File: config.mk
export PLATFORM = sky130hd
export DESIGN_NAME = fp32_truncating_divide
export DESIGN_NICKNAME = d
export VERILOG_FILES = /design/src/design/ftd_pkg.sv /design/src/design/ftd_div_stage.sv /design/src/design/fp32_truncating_divide.sv
export SDC_FILE = /design/constraint.sdc
export NUM_CORES = 2
export LEC_CHECK = 0
export BUFFER_PORTS_ARGS = -buffer_cell sky130_fd_sc_hd__clkbuf_2
export CORE_ASPECT_RATIO = 0.8
export CORE_UTILIZATION = 31
export DETAILED_ROUTE_END_ITERATION = 10
export GPL_TIMING_DRIVEN = 1
export PLACE_DENSITY = 0.56
export SETUP_SLACK_MARGIN = 0.1
export SLEW_MARGIN = 20
export SYNTH_ARGS = -nofsm -noshare
export SYNTH_HDL_FRONTEND = slang
export SYNTH_SLANG_ARGS = --single-unit
File: constraint.sdc
create_clock -name aclk -period 28.1 [get_ports aclk]
set_input_delay 1.405 -clock aclk [delete_from_list [all_inputs] [get_ports aclk]]
set_output_delay 1.405 -clock aclk [all_outputs]
set_load 0.005 [all_outputs]
File: src/design/ftd_pkg.sv
// Shared types and constants for the truncating divider.
`timescale 1ns / 1ps
package ftd_pkg;
    localparam int MantW = 24;
    localparam int DivStages = 5;
    localparam int StepsPerStage = 5;
    // Bit 39 of the quotient from the unpack compare, then bits 38 down to 14.
    localparam int QuotW = DivStages * StepsPerStage + 1;
    localparam int ExpW = 10;
    localparam int RemW = 25;
    localparam logic [1:0] FLAG_OK = 2'd0;
    localparam logic [1:0] FLAG_OVF = 2'd1;
    localparam logic [1:0] FLAG_UNF = 2'd2;

    typedef struct packed {
        logic              sign;
        logic [ExpW-1:0]   exp;
        logic [RemW-1:0]   rem;
        logic [MantW-1:0]  divisor;
        logic [QuotW-1:0]  quot;
    } div_state_t;
endpackage

File: src/design/ftd_div_stage.sv
// One pipeline stage holding a few restoring-division steps.
`timescale 1ns / 1ps
module ftd_div_stage (
    input  logic               aclk,
    input  logic               aresetn,
    input  logic               advance,
    input  logic               in_valid,
    input  ftd_pkg::div_state_t in_state,
    output logic               out_valid,
    output ftd_pkg::div_state_t out_state
);
    logic valid_reg;
    ftd_pkg::div_state_t state_reg;
    ftd_pkg::div_state_t state_next;

    // Five shift-subtract quotient bits.
    always_comb begin
        logic [ftd_pkg::RemW:0] trial;
        state_next = in_state;
        for (int i = 0; i < ftd_pkg::StepsPerStage; i++) begin
            trial = {state_next.rem, 1'b0} - {2'b00, state_next.divisor};
            if (!trial[ftd_pkg::RemW]) begin
                state_next.rem = trial[ftd_pkg::RemW-1:0];
                state_next.quot = {state_next.quot[ftd_pkg::QuotW-2:0], 1'b1};
            end else begin
                state_next.rem = {state_next.rem[ftd_pkg::RemW-2:0], 1'b0};
                state_next.quot = {state_next.quot[ftd_pkg::QuotW-2:0], 1'b0};
            end
        end
    end

    always_ff @(posedge aclk) begin
        if (!aresetn) begin
            valid_reg <= 1'b0;
        end else if (advance) begin
            valid_reg <= in_valid;
        end
        if (advance) begin
            state_reg <= state_next;
        end
    end

    assign out_valid = valid_reg;
    assign out_state = state_reg;
endmodule

File: src/design/fp32_truncating_divide.sv
// Top level of the pipelined single-precision truncating divider.
//   channel  | dir | tdata fields (low bit up)
//   s_axis   | in  | dividend_bits[31:0], divisor_bits[63:32]
//   m_axis   | out | quotient_bits[31:0], range_flag[33:32], zeros to bit 39
// A result passes through one unpack register, five division stages of five
// quotient bits each, and the output register.
// One item is accepted per cycle; a stall on m_axis freezes the whole pipeline.
// Reset clears all valid bits; payload registers are not reset.
`timescale 1ns / 1ps
module fp32_truncating_divide (
    input  logic        aclk,
    input  logic        aresetn,
    input  logic        s_axis_tvalid,
    output logic        s_axis_tready,
    input  logic [63:0] s_axis_tdata,  // dividend_bits, divisor_bits
    output logic        m_axis_tvalid,
    input  logic        m_axis_tready,
    output logic [39:0] m_axis_tdata   // quotient_bits, range_flag, zero pad
);
    logic advance;
    logic v0_reg;
    ftd_pkg::div_state_t s0_reg, s0_next;
    logic [ftd_pkg::DivStages:0] v;
    ftd_pkg::div_state_t st [ftd_pkg::DivStages+1];
    logic out_valid_reg;
    logic [39:0] out_data_reg, out_data_next;

    assign advance = !m_axis_tvalid || m_axis_tready;
    assign s_axis_tready = advance;

    // Unpack: first quotient bit is mantissa_a >= mantissa_b; remainder starts as mantissa_a, less mantissa_b if so.
    always_comb begin
        logic [31:0] a, b;
        logic [23:0] ma, mb;
        a = s_axis_tdata[31:0];
        b = s_axis_tdata[63:32];
        ma = {1'b1, a[22:0]};
        mb = {1'b1, b[22:0]};
        s0_next.sign = a[31] ^ b[31];
        s0_next.exp = {2'b00, a[30:23]} - {2'b00, b[30:23]} + 10'd127;
        s0_next.divisor = mb;
        if (ma >= mb) begin
            s0_next.rem = {1'b0, ma - mb};
            s0_next.quot = {{(ftd_pkg::QuotW-1){1'b0}}, 1'b1};
        end else begin
            s0_next.rem = {1'b0, ma};
            s0_next.quot = '0;
        end
    end

    always_ff @(posedge aclk) begin
        if (!aresetn) begin
            v0_reg <= 1'b0;
        end else if (advance) begin
            v0_reg <= s_axis_tvalid;
        end
        if (advance) begin
            s0_reg <= s0_next;
        end
    end

    assign v[0] = v0_reg;
    assign st[0] = s0_reg;

    for (genvar g = 0; g < ftd_pkg::DivStages; g++) begin : g_div
        ftd_div_stage u_stage (
            .aclk     (aclk),
            .aresetn  (aresetn),
            .advance  (advance),
            .in_valid (v[g]),
            .in_state (st[g]),
            .out_valid(v[g+1]),
            .out_state(st[g+1])
        );
    end

    // Pack: normalize, adjust exponent, range check.
    always_comb begin
        ftd_pkg::div_state_t f;
        logic [9:0] e;
        logic [22:0] frac;
        logic [31:0] res;
        logic [1:0] flag;
        f = st[ftd_pkg::DivStages];
        if (f.quot[25]) begin
            e = f.exp;
            frac = f.quot[24:2];
        end else begin
            e = f.exp - 10'd1;
            frac = f.quot[23:1];
        end
        if (!e[9] && e[8:0] > 9'd254) begin
            res = {f.sign, 8'hFF, 23'd0};
            flag = ftd_pkg::FLAG_OVF;
        end else if (e[9] || e == 10'd0) begin
            res = {f.sign, 31'd0};
            flag = ftd_pkg::FLAG_UNF;
        end else begin
            res = {f.sign, e[7:0], frac};
            flag = ftd_pkg::FLAG_OK;
        end
        out_data_next = {6'd0, flag, res};
    end

    always_ff @(posedge aclk) begin
        if (!aresetn) begin
            out_valid_reg <= 1'b0;
        end else if (advance) begin
            out_valid_reg <= v[ftd_pkg::DivStages];
        end
        if (advance) begin
            out_data_reg <= out_data_next;
        end
    end

    assign m_axis_tvalid = out_valid_reg;
    assign m_axis_tdata = out_data_reg;
endmodule

==> metrics <==
Slew @ Worst Pin=between 1000 and 1500 ps; RePlAce Congestion=0.890; max-slew violations=0; Reg clk slew, reported paths=roughly 60 ps; die height=about 350 um; per-cell routed wire length=approximately 16 um; Die Wd=437 um; drt drc=0; clk_skew=about 40 ps; hold_buf cts=0; first-pass GRT wire length=roughly 200000 um; number of global-route vias before repair=roughly 37000; Core Box Area=~0.15 mm^2; critical path's slowest cell=inv_1; # IOs=110; type of the tightest min-delay check=reg2reg; most frequent cells in the layout=ha_1 (561), a21oi_1 (551), nor2_1 (475); CTS root buffer=clkbuf_16; area delta synth->final=9.39%; DR pass1 iterations=6; grt ovf=0; CTS tree=built; CP required=between 20000 and 30000 ps; Post-Route WL=approximately 120000 um; Setup crit start kind=flop; DR vias=approximately 40000; crit-path max FO=39; commonest non-fill, non-tap cell in the layout=ha_1; Via-to-Cell Ratio=around 5.3; number of flops mapped to enable cells by yosys=419; RSZ-0062 raised after global routing=no; largest net degree at the start of global routing=between 150 and 200; port bufs=103; Post-Syn Instances=~5500; f_max=between 40 and 50 MHz; Period minus WS final=around 21000 ps; clk_lat worst skew=slightly above 600 ps; post-cts sizing count=0; initial antenna violation count=10; Critical Path AT=around 22000 ps; Setup violations, final=0; max-cap viol count=0; dpl hpwl=about 99000 um; Post-CTS Setup Bufs=0; CTS sink cnt=~430; most used cell, CP=o21ai_0; max reg flops=around 330; Starting Density=31.3%; total global routing track utilization=15.4%; CP max stage delay=around 760 ps; sequential element share of the synthesized area=27.1%; Synth Cell Area=approximately 0.047 mm^2; Synth async-reset ratio=0%; layout cell share with drive strength beyond 1=under 10%; CTS HTree Levels=2; CTS max path bufs=3; antenna-violating nets left=0; synth warn=0; setup_tns=0 ps; post-synthesis cell type count=approximately 100; status=finished clean; row cnt=roughly 130; CTS buffer count=46; initial DRC count=between 2000 and 3000; syn avg cell area=between 8 and 9 um^2; WS Path Type=reg2reg; CP Capture Type=flop; Final #Nets=just over 6000; final hold vios=0; Die ar.=around 0.15 mm^2; Seq cells post-synth=between 400 and 500; Main synth FF type=edfxtp_1; period utilization=about 76%; Slew headroom=approximately a quarter
[metrics by stage]
| step | util, % | cells | setup WS [ps] | cell area, um^2 | hold slack, ps |
|---|---|---|---|---|---|
| 6_report | 34.3 | 7637 | 6870 | 51400 | 416 |
| 5_1_grt | 34.3 | 7635 | 5020 | 51400 | 414 |
| 4_1_cts | 34.3 | 7635 | 7000 | 51400 | 415 |
| 3_5_place_dp | 33.2 | 7553 | 6990 | 49900 | 405 |
| 3_3_place_gp | 33.2 | 7553 | 7380 | 49900 | 401 |
| 2_1_floorplan | - | 5546 | 10540 | 47000 | 400 |
[area by class of cell]
cell class / count / area, um^2
Inverter: 352 / 1320
Clock buffer: 51 / 1190
Sequential cell: 426 / 12700
Tap cell: 1999 / 2500
Fill cell: 15400 / 98700
Multi-Input combinational cell: 4639 / 32600
Timing Repair Buffer: 137 / 783
Antenna cell: 2 / 5.00
Clock inverter: 31 / 352
[path summary, 6_finish.rpt]
check	from	endpoint	slack, ps	cells after the start
max	g_div[1].u_stage.out_state[27]	g_div[2].u_stage.out_state[52]	6870	77
max reg2reg	g_div[1].u_stage.out_state[27]	g_div[2].u_stage.out_state[52]	6870	77
min	g_div[2].u_stage.out_state[12]	g_div[3].u_stage.out_state[17]	420	0
min reg2reg	g_div[2].u_stage.out_state[12]	g_div[3].u_stage.out_state[17]	420	0
[synth_stat cells (all sizes together) (52+ instances only)]
library cell  instances  area share (%)
o21ai               420             4.5
edfxtp              419              27
nand3               116             1.2
o21a                 94             1.5
nor2b                74            0.98
nor2                476             3.8
a211oi               57            0.93
inv                 350             2.8
nor3                110             1.2
mux2i                52             1.1
ha                  561              15
nand2               418             3.3
clkbuf              100            0.80
and3                 54            0.72
o21bai               67             1.1
mux2                140             3.4
a21oi               552             5.9
o31ai                66             1.1
xor2                165             3.1
xnor2               297             5.6
a21o                223             3.6
nand2b              103             1.4
[metal layers]
layer | routed length (um) | global-route usage [%] | vias to the layer above
met3 | 5240 | 1.68 | 136
met2 | 53300 | 24.7 | 818
met5 | 0 | 0 | -
met4 | 2340 | 3.28 | 0
met1 | 62100 | 22.2 | 18600
li1 | - | - | 20600
[cells by family after synthesis]
| logic type | count (synthesis) | share of synthesized area (%) |
|---|---|---|
| simple gates | 1586 | 15.9 |
| flops | 426 | 27.1 |
| other cells | 1 | 0.00798 |
| fa+ha+maj | 568 | 15.2 |
| mux | 192 | 4.48 |
| xor+xnor | 462 | 8.68 |
| buf+inv | 481 | 3.93 |
| compound gates | 1825 | 24.7 |
[worst max-delay path: cells and delay by family (launching register included)]
| family | cells | cell delay (ps) |
|---|---|---|
| buf+inv | 9 | 2980 |
| simple gates | 8 | 1630 |
| xor+xnor | 2 | 230 |
| flops | 1 | 440 |
| compound gates | 49 | 12680 |
| fa+ha+maj | 5 | 1470 |
| mux | 4 | 1450 |
Power is left out: the tool's default activity adds up to more than one toggle a clock period on the data nets, which glitch-free logic cannot reach.
